===== src/design/nirfd_pkg.sv =====
// ----------------------------------------------------------------------------
// nirfd_pkg
// Shared types and constants for the NEC infrared frame decoder.
// ----------------------------------------------------------------------------
package nirfd_pkg;

   localparam int DURATION_BITS_DEF = 16;

   // csr map
   localparam int CSR_ADDR_W  = 5;
   localparam int CSR_DATA_W  = 32;
   localparam int CFG_W       = 16;
   localparam int TIMEOUT_W   = 2;

   localparam logic [2:0] REG_LEADER_MARK_MIN  = 3'd0;
   localparam logic [2:0] REG_LEADER_MARK_MAX  = 3'd1;
   localparam logic [2:0] REG_LEADER_SPACE_MIN = 3'd2;
   localparam logic [2:0] REG_LEADER_SPACE_MAX = 3'd3;
   localparam logic [2:0] REG_BIT_PERIOD_MIN   = 3'd4;
   localparam logic [2:0] REG_BIT_PERIOD_MAX   = 3'd5;
   localparam logic [2:0] REG_ONE_THRESHOLD    = 3'd6;
   localparam logic [2:0] REG_TIMEOUT_TICKS    = 3'd7;

   localparam logic [CFG_W-1:0]     RST_LEADER_MARK_MIN  = 16'd8000;
   localparam logic [CFG_W-1:0]     RST_LEADER_MARK_MAX  = 16'd10000;
   localparam logic [CFG_W-1:0]     RST_LEADER_SPACE_MIN = 16'd3500;
   localparam logic [CFG_W-1:0]     RST_LEADER_SPACE_MAX = 16'd5500;
   localparam logic [CFG_W-1:0]     RST_BIT_PERIOD_MIN   = 16'd1000;
   localparam logic [CFG_W-1:0]     RST_BIT_PERIOD_MAX   = 16'd2400;
   localparam logic [CFG_W-1:0]     RST_ONE_THRESHOLD    = 16'd1700;
   localparam logic [TIMEOUT_W-1:0] RST_TIMEOUT_TICKS    = 2'd2;

   // fixed repeat-code windows (open intervals)
   localparam logic [CFG_W-1:0] REP_SPACE_MIN = 16'd1700;
   localparam logic [CFG_W-1:0] REP_SPACE_MAX = 16'd2400;
   localparam logic [CFG_W-1:0] REP_BURST_MIN = 16'd500;
   localparam logic [CFG_W-1:0] REP_BURST_MAX = 16'd650;

   localparam int         FRAME_BITS  = 32;
   localparam int         BCNT_W      = 6;
   localparam logic [8:0] CSUM_TARGET = 9'h0ff;

   // input kinds
   localparam logic CMD_CAPTURE  = 1'b0;
   localparam logic CMD_OVERFLOW = 1'b1;

   // leader / repeat phase codes
   localparam logic [1:0] PH_IDLE  = 2'd0;
   localparam logic [1:0] PH_MARK  = 2'd1;
   localparam logic [1:0] PH_SPACE = 2'd2;
   localparam logic [1:0] PH_BURST = 2'd3;

   localparam int RSP_TDATA_W = 40;

   typedef struct packed {
      logic [CFG_W-1:0]     leader_mark_min;
      logic [CFG_W-1:0]     leader_mark_max;
      logic [CFG_W-1:0]     leader_space_min;
      logic [CFG_W-1:0]     leader_space_max;
      logic [CFG_W-1:0]     bit_period_min;
      logic [CFG_W-1:0]     bit_period_max;
      logic [CFG_W-1:0]     one_threshold;
      logic [TIMEOUT_W-1:0] timeout_ticks;
   } cfg_type;

   typedef struct packed {
      logic [7:0] command_inv_byte;
      logic [7:0] command_byte;
      logic [7:0] address_inv_byte;
      logic [7:0] address_byte;
      logic       key_held;
      logic       released;
      logic       repeat_seen;
      logic       frame_ready;
      logic       capture_rising;
   } res_type;

endpackage


===== src/design/nirfd_csr.sv =====
// ----------------------------------------------------------------------------
// nirfd_csr
// APB-style register file holding the decoder timing windows.
// ----------------------------------------------------------------------------
module nirfd_csr
   import nirfd_pkg::*;
(
   input  logic                  clock,
   input  logic                  reset,
   input  logic                  csr_psel,
   input  logic                  csr_penable,
   input  logic                  csr_pwrite,
   input  logic [CSR_ADDR_W-1:0] csr_paddr,
   input  logic [CSR_DATA_W-1:0] csr_pwdata,
   output logic [CSR_DATA_W-1:0] csr_prdata,
   output logic                  csr_pready,
   output cfg_type               cfg
);

   cfg_type    cfg_ff;
   cfg_type    cfg_in;
   logic       wr_en;
   logic [2:0] reg_idx;

   assign csr_pready = 1'b1;
   assign wr_en      = csr_psel & csr_penable & csr_pwrite;
   assign reg_idx    = csr_paddr[4:2];
   assign cfg        = cfg_ff;

   always_comb begin
      cfg_in = cfg_ff;
      if (wr_en) begin
         case (reg_idx)
            REG_LEADER_MARK_MIN:  cfg_in.leader_mark_min  = csr_pwdata[CFG_W-1:0];
            REG_LEADER_MARK_MAX:  cfg_in.leader_mark_max  = csr_pwdata[CFG_W-1:0];
            REG_LEADER_SPACE_MIN: cfg_in.leader_space_min = csr_pwdata[CFG_W-1:0];
            REG_LEADER_SPACE_MAX: cfg_in.leader_space_max = csr_pwdata[CFG_W-1:0];
            REG_BIT_PERIOD_MIN:   cfg_in.bit_period_min   = csr_pwdata[CFG_W-1:0];
            REG_BIT_PERIOD_MAX:   cfg_in.bit_period_max   = csr_pwdata[CFG_W-1:0];
            REG_ONE_THRESHOLD:    cfg_in.one_threshold    = csr_pwdata[CFG_W-1:0];
            REG_TIMEOUT_TICKS:    cfg_in.timeout_ticks    = csr_pwdata[TIMEOUT_W-1:0];
            default: ;
         endcase
      end
   end

   always_comb begin
      case (reg_idx)
         REG_LEADER_MARK_MIN:  csr_prdata = CSR_DATA_W'(cfg_ff.leader_mark_min);
         REG_LEADER_MARK_MAX:  csr_prdata = CSR_DATA_W'(cfg_ff.leader_mark_max);
         REG_LEADER_SPACE_MIN: csr_prdata = CSR_DATA_W'(cfg_ff.leader_space_min);
         REG_LEADER_SPACE_MAX: csr_prdata = CSR_DATA_W'(cfg_ff.leader_space_max);
         REG_BIT_PERIOD_MIN:   csr_prdata = CSR_DATA_W'(cfg_ff.bit_period_min);
         REG_BIT_PERIOD_MAX:   csr_prdata = CSR_DATA_W'(cfg_ff.bit_period_max);
         REG_ONE_THRESHOLD:    csr_prdata = CSR_DATA_W'(cfg_ff.one_threshold);
         REG_TIMEOUT_TICKS:    csr_prdata = CSR_DATA_W'(cfg_ff.timeout_ticks);
         default:              csr_prdata = '0;
      endcase
   end

   always_ff @(posedge clock) begin
      if (reset) begin
         cfg_ff.leader_mark_min  <= RST_LEADER_MARK_MIN;
         cfg_ff.leader_mark_max  <= RST_LEADER_MARK_MAX;
         cfg_ff.leader_space_min <= RST_LEADER_SPACE_MIN;
         cfg_ff.leader_space_max <= RST_LEADER_SPACE_MAX;
         cfg_ff.bit_period_min   <= RST_BIT_PERIOD_MIN;
         cfg_ff.bit_period_max   <= RST_BIT_PERIOD_MAX;
         cfg_ff.one_threshold    <= RST_ONE_THRESHOLD;
         cfg_ff.timeout_ticks    <= RST_TIMEOUT_TICKS;
      end else begin
         cfg_ff <= cfg_in;
      end
   end

endmodule


===== src/design/nirfd_decode.sv =====
// ----------------------------------------------------------------------------
// nirfd_decode
// Frame state and single-pass decode of one registered beat.
// ----------------------------------------------------------------------------
module nirfd_decode
   import nirfd_pkg::*;
#(
   parameter int DURATION_BITS = DURATION_BITS_DEF
)
(
   input  logic                     clock,
   input  logic                     reset,
   input  cfg_type                  cfg,
   input  logic                     step,
   input  logic                     cmd,
   input  logic [DURATION_BITS-1:0] duration,
   output res_type                  res
);

   // compare width covers both the capture and the 16-bit windows
   localparam int CW = (DURATION_BITS > CFG_W) ? DURATION_BITS : CFG_W;

   logic [1:0]        leader_phase_ff, leader_phase_in;
   logic              in_data_ff, in_data_in;
   logic [BCNT_W-1:0] bit_count_ff, bit_count_in;
   logic [31:0]       shift_word_ff, shift_word_in;
   logic [1:0]        repeat_phase_ff, repeat_phase_in;
   logic [1:0]        overflow_count_ff, overflow_count_in;
   logic [31:0]       frame_word_ff, frame_word_in;
   logic              edge_rising_ff, edge_rising_in;
   logic              held_flag_ff, held_flag_in;

   logic          ready, rep, rel;
   logic [CW-1:0] d;
   logic          mark_ok, space_ok, period_bad, bit_one, rspace_ok, burst_ok;
   logic          frame_done;
   logic [31:0]   shift_next;
   logic [8:0]    csum;

   assign d          = CW'(duration);
   assign mark_ok    = (d > CW'(cfg.leader_mark_min)) && (d < CW'(cfg.leader_mark_max));
   assign space_ok   = (d > CW'(cfg.leader_space_min)) && (d < CW'(cfg.leader_space_max));
   assign period_bad = (d < CW'(cfg.bit_period_min)) || (d > CW'(cfg.bit_period_max));
   assign bit_one    = d > CW'(cfg.one_threshold);
   assign rspace_ok  = (d > CW'(REP_SPACE_MIN)) && (d < CW'(REP_SPACE_MAX));
   assign burst_ok   = (d > CW'(REP_BURST_MIN)) && (d < CW'(REP_BURST_MAX));
   assign frame_done = bit_count_ff[BCNT_W-1];   // count reached 32
   assign shift_next = {shift_word_ff[30:0], bit_one};
   assign csum       = {1'b0, shift_next[15:8]} + {1'b0, shift_next[7:0]};

   always_comb begin
      leader_phase_in   = leader_phase_ff;
      in_data_in        = in_data_ff;
      bit_count_in      = bit_count_ff;
      shift_word_in     = shift_word_ff;
      repeat_phase_in   = repeat_phase_ff;
      overflow_count_in = overflow_count_ff;
      frame_word_in     = frame_word_ff;
      edge_rising_in    = edge_rising_ff;
      held_flag_in      = held_flag_ff;
      ready             = 1'b0;
      rep               = 1'b0;
      rel               = 1'b0;

      if (step) begin
         if (cmd == CMD_OVERFLOW) begin
            if (overflow_count_ff < cfg.timeout_ticks) begin
               overflow_count_in = overflow_count_ff + 2'd1;
            end else if (frame_done) begin
               leader_phase_in   = PH_IDLE;
               in_data_in        = 1'b0;
               repeat_phase_in   = PH_IDLE;
               overflow_count_in = '0;
               bit_count_in      = '0;
               held_flag_in      = 1'b0;
               rel               = 1'b1;
            end
         end else if (!in_data_ff) begin
            case (leader_phase_ff)
               PH_IDLE: begin
                  edge_rising_in  = 1'b1;
                  leader_phase_in = PH_MARK;
               end
               PH_MARK: begin
                  edge_rising_in  = 1'b0;
                  leader_phase_in = mark_ok ? PH_SPACE : PH_IDLE;
               end
               PH_SPACE: begin
                  if (space_ok) begin
                     in_data_in = 1'b1;
                  end else begin
                     leader_phase_in = PH_IDLE;
                  end
               end
               default: ;
            endcase
         end else if (!frame_done) begin
            if (period_bad) begin
               leader_phase_in = PH_IDLE;
               in_data_in      = 1'b0;
               bit_count_in    = '0;
            end else begin
               shift_word_in = shift_next;
               bit_count_in  = bit_count_ff + 6'd1;
               if (bit_count_ff == BCNT_W'(FRAME_BITS - 1)) begin
                  frame_word_in = shift_next;
                  if (csum != CSUM_TARGET) begin
                     leader_phase_in = PH_IDLE;
                     in_data_in      = 1'b0;
                     bit_count_in    = '0;
                  end
               end
            end
         end else begin
            case (repeat_phase_ff)
               PH_IDLE: begin
                  edge_rising_in    = 1'b1;
                  ready             = 1'b1;
                  overflow_count_in = '0;
                  repeat_phase_in   = PH_MARK;
               end
               PH_MARK: begin
                  edge_rising_in = 1'b0;
                  if (mark_ok) begin
                     repeat_phase_in = PH_SPACE;
                  end else begin
                     leader_phase_in   = PH_IDLE;
                     in_data_in        = 1'b0;
                     repeat_phase_in   = PH_IDLE;
                     overflow_count_in = '0;
                     bit_count_in      = '0;
                  end
               end
               PH_SPACE: begin
                  if (rspace_ok) begin
                     edge_rising_in  = 1'b1;
                     repeat_phase_in = PH_BURST;
                  end else begin
                     leader_phase_in   = PH_IDLE;
                     in_data_in        = 1'b0;
                     repeat_phase_in   = PH_IDLE;
                     overflow_count_in = '0;
                     bit_count_in      = '0;
                  end
               end
               default: begin
                  edge_rising_in  = 1'b0;
                  repeat_phase_in = PH_IDLE;
                  if (burst_ok) begin
                     rep               = 1'b1;
                     overflow_count_in = '0;
                     held_flag_in      = 1'b1;
                  end else begin
                     leader_phase_in   = PH_IDLE;
                     in_data_in        = 1'b0;
                     overflow_count_in = '0;
                     bit_count_in      = '0;
                  end
               end
            endcase
         end
      end
   end

   // result reflects the state after this beat
   always_comb begin
      res.capture_rising   = edge_rising_in;
      res.frame_ready      = ready;
      res.repeat_seen      = rep;
      res.released         = rel;
      res.key_held         = held_flag_in;
      res.address_byte     = frame_word_in[31:24];
      res.address_inv_byte = frame_word_in[23:16];
      res.command_byte     = frame_word_in[15:8];
      res.command_inv_byte = frame_word_in[7:0];
   end

   always_ff @(posedge clock) begin
      if (reset) begin
         leader_phase_ff   <= PH_IDLE;
         in_data_ff        <= 1'b0;
         bit_count_ff      <= '0;
         shift_word_ff     <= '0;
         repeat_phase_ff   <= PH_IDLE;
         overflow_count_ff <= '0;
         frame_word_ff     <= '0;
         edge_rising_ff    <= 1'b0;
         held_flag_ff      <= 1'b0;
      end else begin
         leader_phase_ff   <= leader_phase_in;
         in_data_ff        <= in_data_in;
         bit_count_ff      <= bit_count_in;
         shift_word_ff     <= shift_word_in;
         repeat_phase_ff   <= repeat_phase_in;
         overflow_count_ff <= overflow_count_in;
         frame_word_ff     <= frame_word_in;
         edge_rising_ff    <= edge_rising_in;
         held_flag_ff      <= held_flag_in;
      end
   end

`ifndef SYNTHESIS
   a_bcnt_range: assert property (@(posedge clock) disable iff (reset)
      bit_count_ff <= BCNT_W'(FRAME_BITS))
      else $error("bit count past frame length");

   a_bcnt_idle: assert property (@(posedge clock) disable iff (reset)
      !in_data_ff |-> bit_count_ff == '0)
      else $error("bit count live outside data phase");

   a_rep_after_frame: assert property (@(posedge clock) disable iff (reset)
      !frame_done |-> repeat_phase_ff == PH_IDLE)
      else $error("repeat sequence before a complete frame");

   a_pulse_excl: assert property (@(posedge clock) disable iff (reset)
      $onehot0({ready, rep, rel}))
      else $error("more than one event pulse in a beat");

   a_release_clears: assert property (@(posedge clock) disable iff (reset)
      rel |=> !held_flag_ff && !in_data_ff && bit_count_ff == '0)
      else $error("release left decode state behind");
`endif

endmodule


===== src/design/nec_ir_frame_decoder_core.sv =====
// ----------------------------------------------------------------------------
// nec_ir_frame_decoder_core
// Path: a request beat is held in the input register, then its result moves
//   into the result register, which offers it; a stalled response holds both.
// Throughput: one beat per cycle unless the response stalls; one-pass decode.
// Reset: synchronous; clears frame state and pipeline valids, loads the
//   register defaults. No clearing pass, ready the cycle after reset.
// ----------------------------------------------------------------------------
module nec_ir_frame_decoder_core
   import nirfd_pkg::*;
#(
   parameter int DURATION_BITS = DURATION_BITS_DEF
)
(
   input  logic                              clock,
   input  logic                              reset,
   // request: tdata = duration; tuser = cmd
   input  logic                              req_tvalid,
   output logic                              req_tready,
   input  logic [((DURATION_BITS+7)/8)*8-1:0] req_tdata,
   input  logic                              req_tuser,
   // response tdata, low bit up: capture_rising, frame_ready, repeat_seen,
   // released, key_held, address_byte, address_inv_byte, command_byte,
   // command_inv_byte, zero pad
   output logic                              rsp_tvalid,
   input  logic                              rsp_tready,
   output logic [RSP_TDATA_W-1:0]            rsp_tdata,
   // configuration
   input  logic                              csr_psel,
   input  logic                              csr_penable,
   input  logic                              csr_pwrite,
   input  logic [CSR_ADDR_W-1:0]             csr_paddr,
   input  logic [CSR_DATA_W-1:0]             csr_pwdata,
   output logic [CSR_DATA_W-1:0]             csr_prdata,
   output logic                              csr_pready
);

   cfg_type                  cfg;
   res_type                  res;
   logic                     in_vld_ff, in_vld_in;
   logic                     cmd_ff;
   logic [DURATION_BITS-1:0] dur_ff;
   logic                     rsp_vld_ff, rsp_vld_in;
   logic [RSP_TDATA_W-1:0]   rsp_data_ff;
   logic                     req_beat, step;

   // step: the held beat moves into the result register
   assign step       = in_vld_ff & (~rsp_vld_ff | rsp_tready);
   assign req_tready = ~in_vld_ff | step;
   assign req_beat   = req_tvalid & req_tready;
   assign in_vld_in  = req_beat | (in_vld_ff & ~step);
   assign rsp_vld_in = step | (rsp_vld_ff & ~rsp_tready);
   assign rsp_tvalid = rsp_vld_ff;
   assign rsp_tdata  = rsp_data_ff;

   nirfd_csr u_csr (
      .clock       (clock),
      .reset       (reset),
      .csr_psel    (csr_psel),
      .csr_penable (csr_penable),
      .csr_pwrite  (csr_pwrite),
      .csr_paddr   (csr_paddr),
      .csr_pwdata  (csr_pwdata),
      .csr_prdata  (csr_prdata),
      .csr_pready  (csr_pready),
      .cfg         (cfg)
   );

   nirfd_decode #(
      .DURATION_BITS (DURATION_BITS)
   ) u_decode (
      .clock    (clock),
      .reset    (reset),
      .cfg      (cfg),
      .step     (step),
      .cmd      (cmd_ff),
      .duration (dur_ff),
      .res      (res)
   );

   always_ff @(posedge clock) begin
      if (reset) begin
         in_vld_ff  <= 1'b0;
         rsp_vld_ff <= 1'b0;
      end else begin
         in_vld_ff  <= in_vld_in;
         rsp_vld_ff <= rsp_vld_in;
      end
   end

   always_ff @(posedge clock) begin
      if (req_beat) begin
         cmd_ff <= req_tuser;
         dur_ff <= req_tdata[DURATION_BITS-1:0];
      end
      if (step) begin
         rsp_data_ff <= RSP_TDATA_W'(res);
      end
   end

endmodule

===== config.mk =====
export PLATFORM = sky130hd
export DESIGN_NAME = nec_ir_frame_decoder_core
export DESIGN_NICKNAME = d
export VERILOG_FILES = /design/src/design/nirfd_pkg.sv /design/src/design/nirfd_csr.sv /design/src/design/nirfd_decode.sv /design/src/design/nec_ir_frame_decoder_core.sv
export SDC_FILE = /design/constraint.sdc
export NUM_CORES = 1
export LEC_CHECK = 0
export BUFFER_PORTS_ARGS = -buffer_cell sky130_fd_sc_hd__buf_4
export CORE_MARGIN = 8
export CORE_UTILIZATION = 45
export DETAILED_ROUTE_END_ITERATION = 10
export PLACE_DENSITY = 0.62
export RECOVER_POWER = 100
export SYNTH_ARGS = -nofsm -noshare
export SYNTH_HDL_FRONTEND = slang
export SYNTH_HIERARCHICAL = 1
export SYNTH_SLANG_ARGS = --single-unit

===== constraint.sdc =====
create_clock -name clock -period 4.3 [get_ports clock]
set_clock_uncertainty 0.2 [all_clocks]
set_input_delay 0.645 -clock clock [delete_from_list [all_inputs] [get_ports clock]]
set_output_delay 0.645 -clock clock [all_outputs]
set_load 0.02 [all_outputs]

==> run summary <==
status - finished with violations
core area - 0.0307 mm2
Die X - 193 um
commonest non-fill, non-tap cell in the layout - dfxtp_1
WS Path Type - register to register
final non-filler cell total - 2007
Via Count - 11500
placed cells - 1951
I/O pins - 136
initial antenna violation count - 1
synthesized area - 0.0141 mm2
DIE HEIGHT - 193 um
TritonCTS Buffers - 28
initial DRC count - 976
Reg clk slew, reported paths - 0.06 ns
CTS root buffer - clkbuf_16
max-slew violations - 32
VDD IR max - 0.000295 V
synthesized area per cell - 9.51 um2
DRT antenna net count - 0
share of layout cells above drive strength 1 - 0.103
FP Rows - 64
Power Density - 343 mW/mm2
Yosys cell types - 82
I/O Buffers - 97
Filler cells - 2940
Tmin final - 4.12 ns
CTS tree - done
WHS - 0.0989 ns
measured slew at the worst slew-check pin - 1.65 ns
number of vias per cell - 5.71
Peak Freq - 243 MHz
CTS Sinks - 248
final setup vio count - 0
Final nets - 1777
synth top area cells - dfxtp_1, edfxtp_1, ha_1
synthesized flop and latch total - 248
Fin. Hold Viols - 0
Startpoint Class - register
CTS Buffer Depth - 3
die footprint - 0.0372 mm2
total gr overflow - 0
drt total wl - 42600 um
post-layout util - 0.518
Placement Cell Area - 0.0153 mm2
area share of the largest cell type after synthesis - 0.276
Rel. slew slack - -0.102
most frequent cells in the layout - dfxtp_1, inv_1, ha_1
reg2reg setup slack - 0.18 ns
Worst EP arrival - 4.36 ns
Post-synth ARST share - 0
leakage power - 6.95 nW
cell taking the most area after synthesis - dfxtp_1
cell area after layout - 0.0159 mm2
GRT Total Usage - 0.225
synth warn - 6
area grow syn2layout - 12.8%
multi-input logic area - 0.00748 mm2
wire length per cell - 21.2 um
Register Area - 0.00551 mm2
hold crit path type - primary input to register
pin count of the biggest net entering global routing - 186
Setup crit end kind - register
starting density of the core - 0.459
Cells after Synth - 1480
n_diodes - 0
Max-Cap Viols - 1
Most used DFF post-synth - dfxtp_1
Max H-tree Level - 1
pre-CTS setup slack - -0.172 ns
clock latency on the worst-skew pair - 0.56 ns
drt pass-1 iters - 5
Setup WS post-layout - 0.177 ns
Tcrit/Tclk final - 0.959
GP Congestion - 0.924
Post-DP HPWL - 30600 um
DRC viols - 0
worst-path fanout max - 11
failing checks - capacitance limit, slew limit
post-synthesis sequential area ratio - 0.391
first-pass GRT wire length - 65500 um
number of global-route vias before repair - 11200
WP data required - 4.54 ns
EDFF count, synth - 54
==> power by group <==
group / switching (mW) / leakage [nW] / internal, mW
Sequential: 0.0239 / 2.06 / 2.42
Combinational: 0.381 / 4.43 / 0.187
Clock: 0.989 / 0.459 / 1.45
==> path summary, 6_finish.rpt <==
kind	from	end	depth (start not counted)
worst max register to register	dur_ff[6]	u_decode/frame_word_ff[1]	10
worst max-delay path	dur_ff[6]	u_decode/frame_word_ff[1]	10
worst min-delay path	req_tuser	cmd_ff	1
worst min register to register	u_decode/bit_count_ff[1]	u_decode/bit_count_ff[1]	2
==> kinds of logic (layout without fill, tap and decap cells) <==
kind of cell / Yosys count / after routing / share of synthesized area
other: 3 / 20 / 0.000800
adder cells (fa/ha/maj): 127 / 127 / 0.113
XOR/XNOR: 5 / 5 / 0.00311
AND/OR/NAND/NOR: 404 / 404 / 0.156
flip-flops: 248 / 248 / 0.391
multiplexers: 156 / 156 / 0.122
buffers and inverters: 242 / 356 / 0.0794
AO/OA/AOI/OAI: 295 / 295 / 0.134
==> cell usage after synthesis, drive strengths merged (38+ instances only) <==
master / count
nor2: 112
clkbuf: 39
inv: 138
nand2b: 49
nand3: 58
a21oi: 91
ha: 126
and2: 38
o21ai: 86
mux2i: 120
dfxtp: 194
buf: 65
edfxtp: 54
==> sequential cells by signal, summed over array words and instances, names as in the netlist, 2 cells and up <==
signal and cells:
dur_ff 16, u_decode/frame_word_ff 32, u_decode/bit_count_ff 6, rsp_tdata 37, u_decode/overflow_count_ff 2, u_decode/repeat_phase_ff 2
u_decode/leader_phase_ff 2, u_decode/shift_word_ff 31, u_csr/cfg 114
==> worst max-delay path, stage by stage (launching register included) <==
cell	delay, ns
edfxtp_1	0.36
clkbuf_1	0.49
ha_1	0.38
nand4_1	0.18
a21oi_1	0.11
o311a_1	0.43
or4_1	0.57
or3_2	0.47
clkbuf_2	0.25
mux2_1	0.39
and2_1	0.16
==> area by class of cell <==
cell class                      count  share of cell area
Multi-Input combinational cell   1007               0.471
Sequential cell                   248               0.347
Timing Repair Buffer              166              0.0597
Clock buffer                       38              0.0490
Inverter                          138              0.0326
Tap cell                          396              0.0312
Clock inverter                     14             0.00985
==> metal layers <==
metal  up-vias  wire, um  global-route usage
met4         0      1270              0.0767
li1       5430         -                   -
met3        76      3060              0.0396
met1      5548     19600               0.314
met5         -         0                   0
met2       402     18700               0.345
==> through the flow <==
stage                     power (mW)  TNS, ns
final                           5.44        0
after global routing            5.63  -0.0498
after detailed placement        3.08   -0.421
after global placement          3.07   -0.540
after CTS                       5.51        0
after floorplan                 2.85        0
==> repair_timing <==
action / 4_1_cts / 5_1_grt
resized for setup: 8 / 11
pin swaps: 3 / 9
setup endpoints to repair: 6 / 6
setup buffers: 1 / 4
hold buffers: 0 / 0
hold endpoints to repair: 0 / 0
gates cloned: 0 / 0
Power figures use the tool's default switching activity.
